`config.mk`:
```
export PLATFORM = sky130hd
export DESIGN_NAME = mt64_ctrl
export DESIGN_NICKNAME = d
export VERILOG_FILES = /design/src/rtl/core/mt64_pkg.sv /design/src/rtl/core/mt64_ctrl.sv
export SDC_FILE = /design/constraint.sdc
export NUM_CORES = 1
export LEC_CHECK = 0
export CAP_MARGIN = 10
export CORE_MARGIN = 3
export CORE_UTILIZATION = 45
export DETAILED_ROUTE_END_ITERATION = 6
export DONT_BUFFER_PORTS = 1
export GPL_ROUTABILITY_DRIVEN = 0
export GPL_TIMING_DRIVEN = 1
export SLEW_MARGIN = 20
export SYNTH_ARGS = -nofsm -noshare
export SYNTH_HDL_FRONTEND = slang
export SYNTH_SLANG_ARGS = --single-unit
```
`constraint.sdc`:
```
create_clock -name i_clk -period 1.3 [get_ports i_clk]
set_input_delay 0 -clock i_clk [delete_from_list [all_inputs] [get_ports i_clk]]
set_output_delay 0 -clock i_clk [all_outputs]
set_load 0.005 [all_outputs]
```
`src/rtl/core/mt64_pkg.sv`:
```
`timescale 1ns / 1ps

package mt64_pkg;

    localparam int STATE_WORDS  = 312;
    localparam int SHIFT_OFFSET = 156;
    localparam int POS_W        = 9;

    localparam logic [63:0] TWIST_MATRIX  = 64'hB502_6F5A_A966_19E9;
    localparam logic [63:0] UPPER_MASK    = 64'hFFFF_FFFF_8000_0000;
    localparam logic [63:0] LOWER_MASK    = 64'h0000_0000_7FFF_FFFF;
    localparam logic [63:0] MUL_SEED      = 64'd6364136223846793005;
    localparam logic [63:0] MUL_KEY_A     = 64'd3935559000370003845;
    localparam logic [63:0] MUL_KEY_B     = 64'd2862933555777941757;
    localparam logic [63:0] KEY_BASE_SEED = 64'd19650218;
    localparam logic [63:0] DEFAULT_SEED  = 64'd5489;
    localparam logic [63:0] TEMPER_U      = 64'h5555_5555_5555_5555;
    localparam logic [63:0] TEMPER_B      = 64'h71D6_7FFF_EDA6_0000;
    localparam logic [63:0] TEMPER_C      = 64'hFFF7_EEE0_0000_0000;
    localparam logic [63:0] KEY_TOP_WORD  = 64'h8000_0000_0000_0000;

    localparam logic [1:0] OP_SEED     = 2'd0;
    localparam logic [1:0] OP_DRAW     = 2'd1;
    localparam logic [1:0] OP_KEY_LOAD = 2'd2;
    localparam logic [1:0] OP_KEY_SEED = 2'd3;

    localparam logic [7:0] CFG_KEY_LENGTH  = 8'd0;
    localparam logic [7:0] CFG_OUTPUT_MODE = 8'd1;

    typedef enum logic [4:0] {
        DP_NOP,
        DP_CAPTURE,
        DP_SEED,
        DP_MUL0,
        DP_MUL1,
        DP_MUL2,
        DP_SV_WR,
        DP_K_INIT,
        DP_K1_WR,
        DP_K2_INIT,
        DP_K2_WR,
        DP_WRAP,
        DP_K_FINAL,
        DP_R_INIT,
        DP_R_RD,
        DP_R_X,
        DP_R_WR,
        DP_D_RD,
        DP_D_OUT
    } t_dp_op;

    typedef enum logic [1:0] {
        PH_SV,
        PH_K1,
        PH_K2
    } t_phase;

    typedef enum logic [1:0] {
        SRC_USER,
        SRC_KEYBASE,
        SRC_DEFAULT
    } t_seed_src;

    typedef struct packed {
        t_dp_op    op;
        t_phase    phase;
        t_seed_src src;
    } t_dp_cmd;

    typedef struct packed {
        logic i_last;
        logic cnt_one;
        logic cnt_zero;
        logic pos_end;
        logic out_free;
    } t_dp_st;

endpackage

```
`src/rtl/core/mt64_ctrl.sv`:
```
`timescale 1ns / 1ps

module mt64_ctrl (
    input  logic               i_clk,
    input  logic               i_rst_n,
    input  logic               i_in_valid,
    input  logic [1:0]         i_operation,
    input  mt64_pkg::t_dp_st   i_st,
    output logic               o_in_stall,
    output mt64_pkg::t_dp_cmd  o_cmd
);

    typedef enum logic [4:0] {
        S_IDLE, S_SEED, S_MUL0, S_MUL1, S_MUL2, S_SV_WR,
        S_K_INIT, S_K1_WR, S_K1_WRAP, S_K2_INIT, S_K2_WR, S_K2_WRAP, S_K_FINAL,
        S_R_INIT, S_R_RD, S_R_X, S_R_WR, S_D_RD, S_D_OUT
    } t_state;

    t_state              r_state;
    mt64_pkg::t_phase    r_phase;
    mt64_pkg::t_seed_src r_src;
    logic                r_to_key;
    logic                accept;

    assign o_in_stall = (r_state != S_IDLE);
    assign accept     = i_in_valid && (r_state == S_IDLE);

    always_comb begin
        o_cmd.phase = r_phase;
        o_cmd.src   = r_src;
        unique case (r_state)
            S_IDLE:    o_cmd.op = accept ? mt64_pkg::DP_CAPTURE : mt64_pkg::DP_NOP;
            S_SEED:    o_cmd.op = mt64_pkg::DP_SEED;
            S_MUL0:    o_cmd.op = mt64_pkg::DP_MUL0;
            S_MUL1:    o_cmd.op = mt64_pkg::DP_MUL1;
            S_MUL2:    o_cmd.op = mt64_pkg::DP_MUL2;
            S_SV_WR:   o_cmd.op = mt64_pkg::DP_SV_WR;
            S_K_INIT:  o_cmd.op = mt64_pkg::DP_K_INIT;
            S_K1_WR:   o_cmd.op = mt64_pkg::DP_K1_WR;
            S_K1_WRAP: o_cmd.op = mt64_pkg::DP_WRAP;
            S_K2_INIT: o_cmd.op = mt64_pkg::DP_K2_INIT;
            S_K2_WR:   o_cmd.op = mt64_pkg::DP_K2_WR;
            S_K2_WRAP: o_cmd.op = mt64_pkg::DP_WRAP;
            S_K_FINAL: o_cmd.op = mt64_pkg::DP_K_FINAL;
            S_R_INIT:  o_cmd.op = mt64_pkg::DP_R_INIT;
            S_R_RD:    o_cmd.op = mt64_pkg::DP_R_RD;
            S_R_X:     o_cmd.op = mt64_pkg::DP_R_X;
            S_R_WR:    o_cmd.op = mt64_pkg::DP_R_WR;
            S_D_RD:    o_cmd.op = mt64_pkg::DP_D_RD;
            S_D_OUT:   o_cmd.op = mt64_pkg::DP_D_OUT;
            default:   o_cmd.op = mt64_pkg::DP_NOP;
        endcase
    end

    always_ff @(posedge i_clk) begin
        if (!i_rst_n) begin
            r_state  <= S_SEED;
            r_phase  <= mt64_pkg::PH_SV;
            r_src    <= mt64_pkg::SRC_DEFAULT;
            r_to_key <= 1'b0;
        end else begin
            unique case (r_state)
                S_IDLE: begin
                    if (accept) begin
                        unique case (i_operation)
                            mt64_pkg::OP_SEED: begin
                                r_src    <= mt64_pkg::SRC_USER;
                                r_to_key <= 1'b0;
                                r_state  <= S_SEED;
                            end
                            mt64_pkg::OP_KEY_SEED: begin
                                r_src    <= mt64_pkg::SRC_KEYBASE;
                                r_to_key <= 1'b1;
                                r_state  <= S_SEED;
                            end
                            mt64_pkg::OP_DRAW: begin
                                r_state <= i_st.pos_end ? S_R_INIT : S_D_RD;
                            end
                            default: r_state <= S_IDLE;
                        endcase
                    end
                end
                S_SEED: begin
                    r_phase <= mt64_pkg::PH_SV;
                    r_state <= S_MUL0;
                end
                S_MUL0: r_state <= S_MUL1;
                S_MUL1: r_state <= S_MUL2;
                S_MUL2: begin
                    unique case (r_phase)
                        mt64_pkg::PH_K1: r_state <= S_K1_WR;
                        mt64_pkg::PH_K2: r_state <= S_K2_WR;
                        default:         r_state <= S_SV_WR;
                    endcase
                end
                S_SV_WR: begin
                    if (i_st.i_last) r_state <= r_to_key ? S_K_INIT : S_IDLE;
                    else r_state <= S_MUL0;
                end
                S_K_INIT: begin
                    r_phase <= mt64_pkg::PH_K1;
                    r_state <= S_MUL0;
                end
                S_K1_WR: begin
                    if (i_st.i_last) r_state <= S_K1_WRAP;
                    else if (i_st.cnt_one) r_state <= S_K2_INIT;
                    else r_state <= S_MUL0;
                end
                S_K1_WRAP: r_state <= i_st.cnt_zero ? S_K2_INIT : S_MUL0;
                S_K2_INIT: begin
                    r_phase <= mt64_pkg::PH_K2;
                    r_state <= S_MUL0;
                end
                S_K2_WR: begin
                    if (i_st.i_last) r_state <= S_K2_WRAP;
                    else if (i_st.cnt_one) r_state <= S_K_FINAL;
                    else r_state <= S_MUL0;
                end
                S_K2_WRAP: r_state <= i_st.cnt_zero ? S_K_FINAL : S_MUL0;
                S_K_FINAL: r_state <= S_IDLE;
                S_R_INIT:  r_state <= S_R_RD;
                S_R_RD:    r_state <= S_R_X;
                S_R_X:     r_state <= S_R_WR;
                S_R_WR:    r_state <= i_st.i_last ? S_D_RD : S_R_RD;
                S_D_RD:    r_state <= S_D_OUT;
                S_D_OUT: begin
                    if (i_st.out_free) r_state <= S_IDLE;
                end
                default: r_state <= S_IDLE;
            endcase
        end
    end

endmodule

```
==> summary.md, run 1 <==
| Metric | Value |
|---|---|
| Run status | finished, violations left |
| Failing checks | hold timing, setup timing |
| Worst EP arrival | 1.70 ns |
| DR WL/cell | 17.10 um |
| First-pass GRT wire length | 5112 um |
| Worst Setup End Kind | register |
| Max-cap violations | 0 |
| Worst IR drop on VDD | 1380 uV |
| DRC | 0 |
| CTS sink count | 9 |
| Max FO, Critical Path | 8 |
| Final setup viols | 10 |
| Clock-pin slew on the worst setup and hold paths | 0.07 ns |
| Crit path time final | 1.490 ns |
| Crit start category | register |
| Initial antenna violation count | 0 |
| Part of the cycle the worst path needs | 1.146 |
| Sequential share of the synthesized area | 0.1882 |
| Multi-input gate area | 792.0 um^2 |
| Initial core utilization | 0.4830 |
| Synth Flop Type | dfxtp_1 |
| Worst Setup Path Type | reg -> reg |
| Synth Cell Area | 957.2 um^2 |
| Ant. Diodes | 0 |
| Utilization after layout | 0.7292 |
| Drt first pass iters | 4 |
| Hold WS | -0.2119 ns |
| Die area | 2716 um^2 |
| CTS buffer count | 3 |
| Vias per inst | 6.030 |
| Final Hold Viols | 5 |
| Final nets | 186 |
| Largest net degree at the start of global routing | 14 |
| Area Growth Syn to Fin | 50.98% |
| Worst Hold Class | in -> reg |
| Register area | 192.7 um^2 |
| Root buffer cell | clkbuf_4 |
| Pwr/cell area | 2000 nW/um^2 |
| Row count | 16 |
| Core box area | 1982 um^2 |
| Setup TNS | -1.138 ns |
| Antenna Nets Post-Route | 0 |
| Die height | 52.12 um |
| Synth Register Bits | 9 |
| Netlist cell types | 43 |
| Least-Margin Pin Slew | 0.3302 ns |
| Die width | 52.12 um |
| Slew Limit Headroom | 0.7781 |
| Hold Buf Count CTS | 3 |
| Pins Over Slew Limit | 0 |
| Critical Path RT | 1.51 ns |
| Syn_nets | 152 |
| Total track usage | 0.2536 |
| Mean Syn Cell Area | 6.987 um^2 |
| Total gr overflow | 0 |
| Total Routed Length | 3369 um |
| YS warnings | 0 |
| Max Fclk | 0.6710 GHz |
| Layout Skew | 0.0005521 ns |
| Initial DRC Count | 47 |
| Clock Tree Buf Depth | 2 |
| Ports | 20 |
| Post-synth EDFFs | 0 |
| Post-synthesis async set-or-reset flop share | 0 |
| Fraction of layout cells with a size suffix above 1 | 0.4118 |
| Power, Total | 2.891 mW |
| Port bufs | 0 |
| P_leak | 0.5736 nW |
| Clock latency on the worst-skew pair | 0.27 ns |
| Post-route setup slack | -0.1904 ns |
| H-tree depth | 1 |
| Fill cells | 136 |
| CTS tree | yes |
| Post-synthesis cell count | 137 |
| Via Count | 1188 |
| Vias in the first global route | 1091 |
| Post-DP HPWL | 2386 um |
| RSZ-0062 raised after global routing | true |
flip-flops by register name (all words and copies together) (netlist names):
name	flops
r_phase	2
r_src	2
r_state	5
area by class of cell:
class | count | area share
inverter | 8 | 0.02424
multi-input combinational | 109 | 0.5481
tap | 27 | 0.02338
clock buffer | 4 | 0.01818
timing repair buffer | 40 | 0.2528
sequential | 9 | 0.1333
path summary, 6_finish.rpt:
check             start          to  slack (ns)  depth (start not counted)
max          r_state[1]  r_state[4]       -0.19                          6
min             i_rst_n    r_src[1]       -0.21                          1
max reg2reg  r_state[1]  r_state[4]       -0.19                          6
min reg2reg    r_src[1]    r_src[1]        0.47                          2
report_power, final:
| part | total, mW | internal [mW] | switching, mW |
|---|---|---|---|
| combinational | 2.19 | 1.13 | 1.06 |
| clock | 0.236 | 0.119 | 0.118 |
| sequential | 0.468 | 0.368 | 0.0997 |
worst max-delay path: stages, from the launching register on:
cell and delay [ns]:
dfxtp_4 0.38, or2_4 0.27, nor4_4 0.21, buf_4 0.18
nand3b_1 0.09, a31oi_2 0.17, o21a_1 0.12
cells in the final DEF (no fill, tap or decap), types with 3 or more instances in the layout:
| cell type | netlist | layout |
|---|---|---|
| nand3_1 | 5 | 4 |
| nor4_1 | 4 | 3 |
| a31oi_1 | 5 | 4 |
| a21oi_1 | 11 | 9 |
| nor3_1 | 5 | 3 |
| o22ai_2 | 0 | 3 |
| buf_4 | 4 | 25 |
| dfxtp_1 | 9 | 3 |
| clkbuf_4 | 0 | 3 |
| nor2_1 | 12 | 11 |
| inv_1 | 5 | 4 |
| ha_1 | 5 | 3 |
| buf_6 | 0 | 10 |
| dfxtp_2 | 0 | 4 |
| nand2_1 | 11 | 11 |
| dlygate4sd3_1 | 0 | 3 |
| nand2b_1 | 4 | 3 |
| o21ai_0 | 9 | 9 |
what timing repair did:
item	in CTS	in global routing
pin swaps	0	4
endpoints found under the setup margin	13	12
buffers inserted	3	2
hold endpoints to repair	9	5
gates resized for setup	19	18
layer usage:
layer  track usage  wire (um)  vias to the layer above
li1              -          -                      565
met1        0.3201       1454                      565
met2        0.4331       1638                       54
met3       0.04298        235                        4
met4       0.07860         40                        0
met5             0          0                        -
synth_stat cells, types with 2 or more instances:
master / instances / area share
ha_1: 5 / 0.065
o21ai_0: 9 / 0.047
o22ai_1: 5 / 0.033
nand4_1: 2 / 0.013
inv_2: 3 / 0.012
nor2b_1: 3 / 0.020
o21a_1: 2 / 0.016
o21ai_1: 2 / 0.010
nand2b_1: 4 / 0.026
buf_4: 4 / 0.031
nand2_1: 11 / 0.043
a31oi_1: 5 / 0.033
dfxtp_1: 9 / 0.19
inv_1: 5 / 0.020
buf_2: 7 / 0.037
nor4_1: 4 / 0.026
o31a_1: 2 / 0.018
nor2_1: 12 / 0.047
a21oi_1: 11 / 0.058
nand3_1: 5 / 0.026
nor3_1: 5 / 0.026
stage by stage:
step	hold WS (ns)	cells	worst slack (ns)	instance area [um^2]
after floorplan	0.06194	137	-0.009941	983.4
after global routing	-0.2012	197	-0.2406	1445
after CTS	-0.2057	195	-0.1284	1351
after global placement	0.06644	186	-0.1821	1210
after detailed placement	0.06642	186	-0.1846	1210
final	-0.2119	197	-0.1904	1445
kinds of logic (layout without fill, tap and decap cells):
| logic type | after synthesis | after routing | share of synthesized area |
|---|---|---|---|
| AO/OA/AOI/OAI | 44 | 44 | 0.2863 |
| XOR/XNOR | 1 | 1 | 0.009152 |
| adder cells (fa/ha/maj) | 5 | 5 | 0.06536 |
| buffers and inverters | 19 | 52 | 0.09935 |
| flip-flops | 9 | 9 | 0.1882 |
| multiplexers | 1 | 1 | 0.01046 |
| AND/OR/NAND/NOR | 58 | 58 | 0.3412 |
Note: power is estimated with default switching activity, not from simulation.
==> run 2: changes to the inputs <==
--- a/config.mk
+++ b/config.mk
@@ -5,6 +5,7 @@
 export SDC_FILE = /design/constraint.sdc
 export NUM_CORES = 1
 export LEC_CHECK = 0
+export ABC_AREA = 1
 export CAP_MARGIN = 10
 export CORE_MARGIN = 3
 export CORE_UTILIZATION = 45
==> summary.md, run 2 <==
| Metric | Value |
|---|---|
| Run status | finished, violations left |
| Failing checks | hold timing, setup timing |
| Worst Hold Class | in -> reg |
| Dpl cell area | 1135 um^2 |
| Synth Cell Area | 915.9 um^2 |
| Part of the cycle the worst path needs | 1.106 |
| Setup TNS | -0.8596 ns |
| Vias per inst | 5.677 |
| H-tree depth | 1 |
| Antenna Nets Post-Route | 0 |
| Sequential share of the synthesized area | 0.1967 |
| Max FO, Critical Path | 7 |
| Post-synth EDFFs | 0 |
| Top Registers | r_state (5), r_phase (2), r_src (2) |
| Leading cell type in the layout, fill and taps excluded | nand2_1 |
| Fill cells | 133 |
| Mean Syn Cell Area | 5.724 um^2 |
| Drt first pass iters | 4 |
| Pins Over Slew Limit | 0 |
| Ports | 20 |
| Total track usage | 0.2633 |
| Syn_nets | 175 |
| Final setup viols | 9 |
| Ant. Diodes | 0 |
| Area Growth Syn to Fin | 60.38% |
| Count leader, synth | nand2_1 |
| P_leak | 0.7570 nW |
| Total Routed Length | 3502 um |
| CTS buffer count | 3 |
| Yosys top cell by area | dfxtp_1 |
| DR WL/cell | 15.50 um |
| Post-route setup slack | -0.1372 ns |
| Slew Limit Headroom | 0.8244 |
| Synth Register Bits | 9 |
| Fraction of layout cells with a size suffix above 1 | 0.4328 |
| Clock Tree Buf Depth | 2 |
| Reg-to-reg slack, setup | -0.12 ns |
| Hold Path Stages | 3 |
| Max-cap violations | 0 |
| Core box area | 1821 um^2 |
| Port bufs | 0 |
| Netlist cell types | 22 |
| CTS tree | yes |
| Crit start category | register |
| YS warnings | 0 |
| Largest net degree at the start of global routing | 9 |
| Via Count | 1283 |
| Area fraction of the dominant cell type after synthesis | 0.1967 |
| Initial antenna violation count | 0 |
| Crit path time final | 1.437 ns |
| Final nets | 217 |
| Worst EP arrival | 1.44 ns |
| Max FFs per register | 5 |
| Post-DP HPWL | 2212 um |
| Final Cell Area | 1469 um^2 |
| Worst slack, placed | -0.1087 ns |
| Initial core utilization | 0.5031 |
| Synth Flop Type | dfxtp_1 |
| Least-Margin Pin Slew | 0.2628 ns |
| DRC | 0 |
| Final Hold Viols | 1 |
| CTS sink count | 9 |
| Root buffer cell | clkbuf_4 |
| Die height | 51.12 um |
| Vias in the first global route | 1156 |
| RSZ-0062 raised after global routing | true |
| Post-synthesis cell count | 160 |
| Hold WS | -0.005084 ns |
| Largest Register | r_state |
| Clock-pin slew on the worst setup and hold paths | 0.06 ns |
| Top cells by count, synth | 48 x nand2_1, 29 x nor2_1, 18 x inv_1 |
| Initial DRC Count | 41 |
| Clock latency on the worst-skew pair | 0.26 ns |
| Worst Setup End Kind | output port |
| Row count | 15 |
| Top cells by area, synth | dfxtp_1 20%, nand2_1 20%, nor2_1 12% |
| Max Fclk | 0.6958 GHz |
| Critical Path RT | 1.30 ns |
| Die area | 2613 um^2 |
| First-pass GRT wire length | 5168 um |
| Most frequent cells in the layout | 38 x nand2_1, 29 x buf_4, 20 x nor2_1 |
| Worst reg-to-reg path cell count | 10 |
| Pwr/cell area | 1431 nW/um^2 |
| Die width | 51.12 um |
| Post-synthesis async set-or-reset flop share | 0 |
| Worst Setup Path Type | reg -> out |
| Layout Skew | 0.004627 ns |
| Total gr overflow | 0 |
| Worst IR drop on VDD | 1465 uV |
## run 2: cell type report
type | count | area (um^2) | share of cell area
clock buffer | 4 | 26.28 | 0.01789
inverter | 22 | 100.1 | 0.06814
multi-input combinational | 128 | 797.0 | 0.5426
sequential | 9 | 198.9 | 0.1354
tap | 25 | 31.28 | 0.02129
timing repair buffer | 38 | 315.3 | 0.2147
## run 2: worst paths after layout
check              from          to
max          r_state[3]    o_cmd[4]
max reg2reg  r_state[3]  r_state[1]
min             i_st[1]  r_state[4]
min reg2reg    r_src[1]    r_src[1]
## run 2: where the power goes
part / leakage (nW) / total (mW) / internal, mW / switching [mW]
Clock: 0.0150 / 0.217 / 0.118 / 0.0986
Combinational: 0.665 / 1.42 / 0.581 / 0.836
Sequential: 0.0766 / 0.467 / 0.353 / 0.114
Total: 0.757 / 2.10 / 1.05 / 1.05
## run 2: cell families (layout without fill, tap and decap cells)
kind of cell               after synthesis  after routing  share of synthesized area
AOI/OAI and AO/OA                       12             12                    0.06967
DFF                                      9              9                     0.1967
adders and majority gates                5              5                    0.06831
buffers and inverters                   23             64                     0.1011
and+or+nand+nor                        111            111                     0.5642
## run 2: worst max-delay path, stage by stage (launching register included)
cell,delay (ns)
dfxtp_4,0.40
inv_4,0.06
buf_6,0.11
nor2_4,0.24
a21oi_2,0.10
buf_4,0.15
nand4_1,0.11
## run 2: metrics by stage
stage	utilization	std cells	total power, mW
finish	0.8069	226	2.101
global route	0.8069	226	2.260
CTS	0.7498	225	1.875
floorplan	-	160	1.025
detailed placement	0.6234	210	1.397
global placement	0.6234	210	1.391
## run 2: routing by layer
| layer | global-route usage | up-vias | wire length, um |
|---|---|---|---|
| li1 | - | 599 | - |
| met1 | 0.3157 | 601 | 1418 |
| met4 | 0.1031 | 0 | 85 |
| met3 | 0.04665 | 11 | 333 |
| met2 | 0.4592 | 72 | 1665 |
| met5 | 0 | - | 0 |
## run 2: repair_timing
action	in CTS	in global routing
setup buffers	9	1
endpoints found under the hold margin	9	0
hold buffers	3	0
gates resized for setup	41	27
setup endpoints to repair	12	13
pin swaps	13	16
==> run 3: changes to the inputs <==
==> constraint.sdc (replaced) <==
create_clock -name i_clk -period 1.3 [get_ports i_clk]
set_input_delay 0.195 -clock i_clk [delete_from_list [all_inputs] [get_ports i_clk]]
set_output_delay 0.195 -clock i_clk [all_outputs]
set_load 0.005 [all_outputs]
==> summary.md, run 3 (synthesized netlist as in run 2, its figures left out) <==
| Metric | Value |
|---|---|
| Reg-to-Reg Start | r_state[1] |
| Worst Hold Class | in -> reg |
| Worst Setup End Kind | output port |
| DR WL/cell | 17.27 um |
| Row count | 15 |
| Drt first pass iters | 4 |
| Total gr overflow | 0 |
| P_leak | 0.8023 nW |
| Clock Tree Buf Depth | 2 |
| Initial core utilization | 0.5031 |
| Part of the cycle the worst path needs | 1.266 |
| Fraction of layout cells with a size suffix above 1 | 0.4689 |
| Fill cells | 110 |
| Hold Path Stages | 2 |
| Top Registers | r_state (5), r_phase (2), r_src (2) |
| Worst EP arrival | 1.45 ns |
| Clock latency on the worst-skew pair | 0.26 ns |
| Worst IR drop on VDD | 874.8 uV |
| Hold endpoint | r_src[0] |
| Final Hold Viols | 0 |
| Setup TNS | -2.360 ns |
| Total track usage | 0.2901 |
| Placed insts | 215 |
| Die area | 2613 um^2 |
| Initial DRC Count | 62 |
| Vias per inst | 5.748 |
| Ant. Diodes | 0 |
| Most frequent cells in the layout | 37 x nand2_1, 32 x buf_4, 22 x nor2_1 |
| Hold WS | 0.06770 ns |
| Crit path time final | 1.646 ns |
| Pwr/cell area | 1548 nW/um^2 |
| Final Cell Area | 1549 um^2 |
| Port bufs | 0 |
| Post-DP HPWL | 2362 um |
| Die height | 51.12 um |
| Power, Total | 2.397 mW |
| Core box area | 1821 um^2 |
| Crit start category | register |
| Pins Over Slew Limit | 0 |
| Root buffer cell | clkbuf_4 |
| DRC | 0 |
| Initial antenna violation count | 0 |
| Max Fclk | 0.6077 GHz |
| Clock-pin slew on the worst setup and hold paths | 0.07 ns |
| Dpl cell area | 1174 um^2 |
| Failing checks | setup timing |
| First-pass GRT wire length | 5616 um |
| Worst Setup Path Type | reg -> out |
| Crit Reg-Reg Endpoint | r_state[3] |
| Area Growth Syn to Fin | 69.13% |
| Reg-to-reg slack, setup | -0.17 ns |
| Max FO, Critical Path | 3 |
| Final nets | 225 |
| CTS buffer count | 3 |
| Die width | 51.12 um |
| H-tree depth | 1 |
| CTS sink count | 9 |
| Least-Margin Pin Slew | 0.2233 ns |
| Leading cell type in the layout, fill and taps excluded | nand2_1 |
| Final setup viols | 14 |
| Max-cap violations | 0 |
| Ports | 20 |
| Total Routed Length | 4041 um |
| Critical Path RT | 1.11 ns |
| CTS tree | yes |
| Slew Limit Headroom | 0.8509 |
| Antenna Nets Post-Route | 0 |
| RSZ-0062 raised after global routing | true |
| Post-route setup slack | -0.3456 ns |
| Layout Skew | 0.002832 ns |
| Worst reg-to-reg path cell count | 12 |
| Largest Register | r_state |
| Largest net degree at the start of global routing | 9 |
| Run status | finished, violations left |
| Max FFs per register | 5 |
| Final Non-Filler Cells | 234 |
| Min-delay src | i_rst_n |
| Via Count | 1345 |
| Vias in the first global route | 1261 |
## run 3: cell count changes in the layout (fill, tap and decap cells not counted), moves of 2 or more
cell	previous run	this run
nand2_2	6	4
nor2_4	10	8
buf_4	29	32
dlygate4sd3_1	3	1
a21oi_2	1	3
nor2_1	20	22
buf_6	6	13
nand2_4	5	8
a21oi_1	5	3
## run 3: timing repair
item,4_1_cts,5_1_grt
gates cloned,0,0
setup endpoints to repair,12,15
gates resized for setup,45,27
pin swaps,11,17
setup buffers,8,9
endpoints found under the hold margin,2,0
hold buffers,1,0
## run 3: worst max-delay path: stages (launching register included)
cell     delay, ns
dfxtp_2       0.34
buf_6         0.13
nor2_4        0.17
nand2_4       0.09
nor2_2        0.15
a21oi_2       0.07
o21ai_1       0.08
nor2_1        0.05
nand4_1       0.08
## run 3: final cells by class
class	count	area, um^2	area share
inverters	22	97.59	0.06300
multi-input cells	128	800.8	0.5170
clock buffers	4	26.28	0.01696
repair buffers	46	396.6	0.2561
flip-flops and latches	9	196.4	0.1268
well taps	25	31.28	0.02019
## run 3: through the flow
step,worst slack (ns),util
6_report,-0.3456,0.8509
5_1_grt,-0.4148,0.8509
4_1_cts,-0.2788,0.7684
3_5_place_dp,-0.1987,0.6447
3_3_place_gp,-0.2300,0.6447
2_1_floorplan,0.02288,-
## run 3: worst max path at each step
stage / depth (start not counted) / end / slack, ns / startpoint
floorplan: 6 / o_cmd[4] / 0.02 / r_state[1]
global placement: 7 / o_cmd[4] / -0.23 / r_state[0]
detailed placement: 7 / o_cmd[4] / -0.20 / r_state[0]
CTS: 6 / o_cmd[4] / -0.28 / r_state[2]
global route: 8 / o_cmd[7] / -0.41 / r_state[1]
finish: 8 / o_cmd[7] / -0.35 / r_state[1]
## run 3: per-layer routing
metal | wire [um] | vias to the layer above | global-route usage
met5 | 0 | - | 0
met4 | 292 | 0 | 0.1570
met3 | 382 | 43 | 0.05248
met2 | 1919 | 104 | 0.5343
met1 | 1447 | 587 | 0.3069
li1 | - | 611 | -
## run 3: power breakdown
part           total (mW)  internal, mW  switching, mW
sequential          0.470         0.347          0.123
clock               0.226         0.119          0.108
combinational        1.70         0.754          0.948
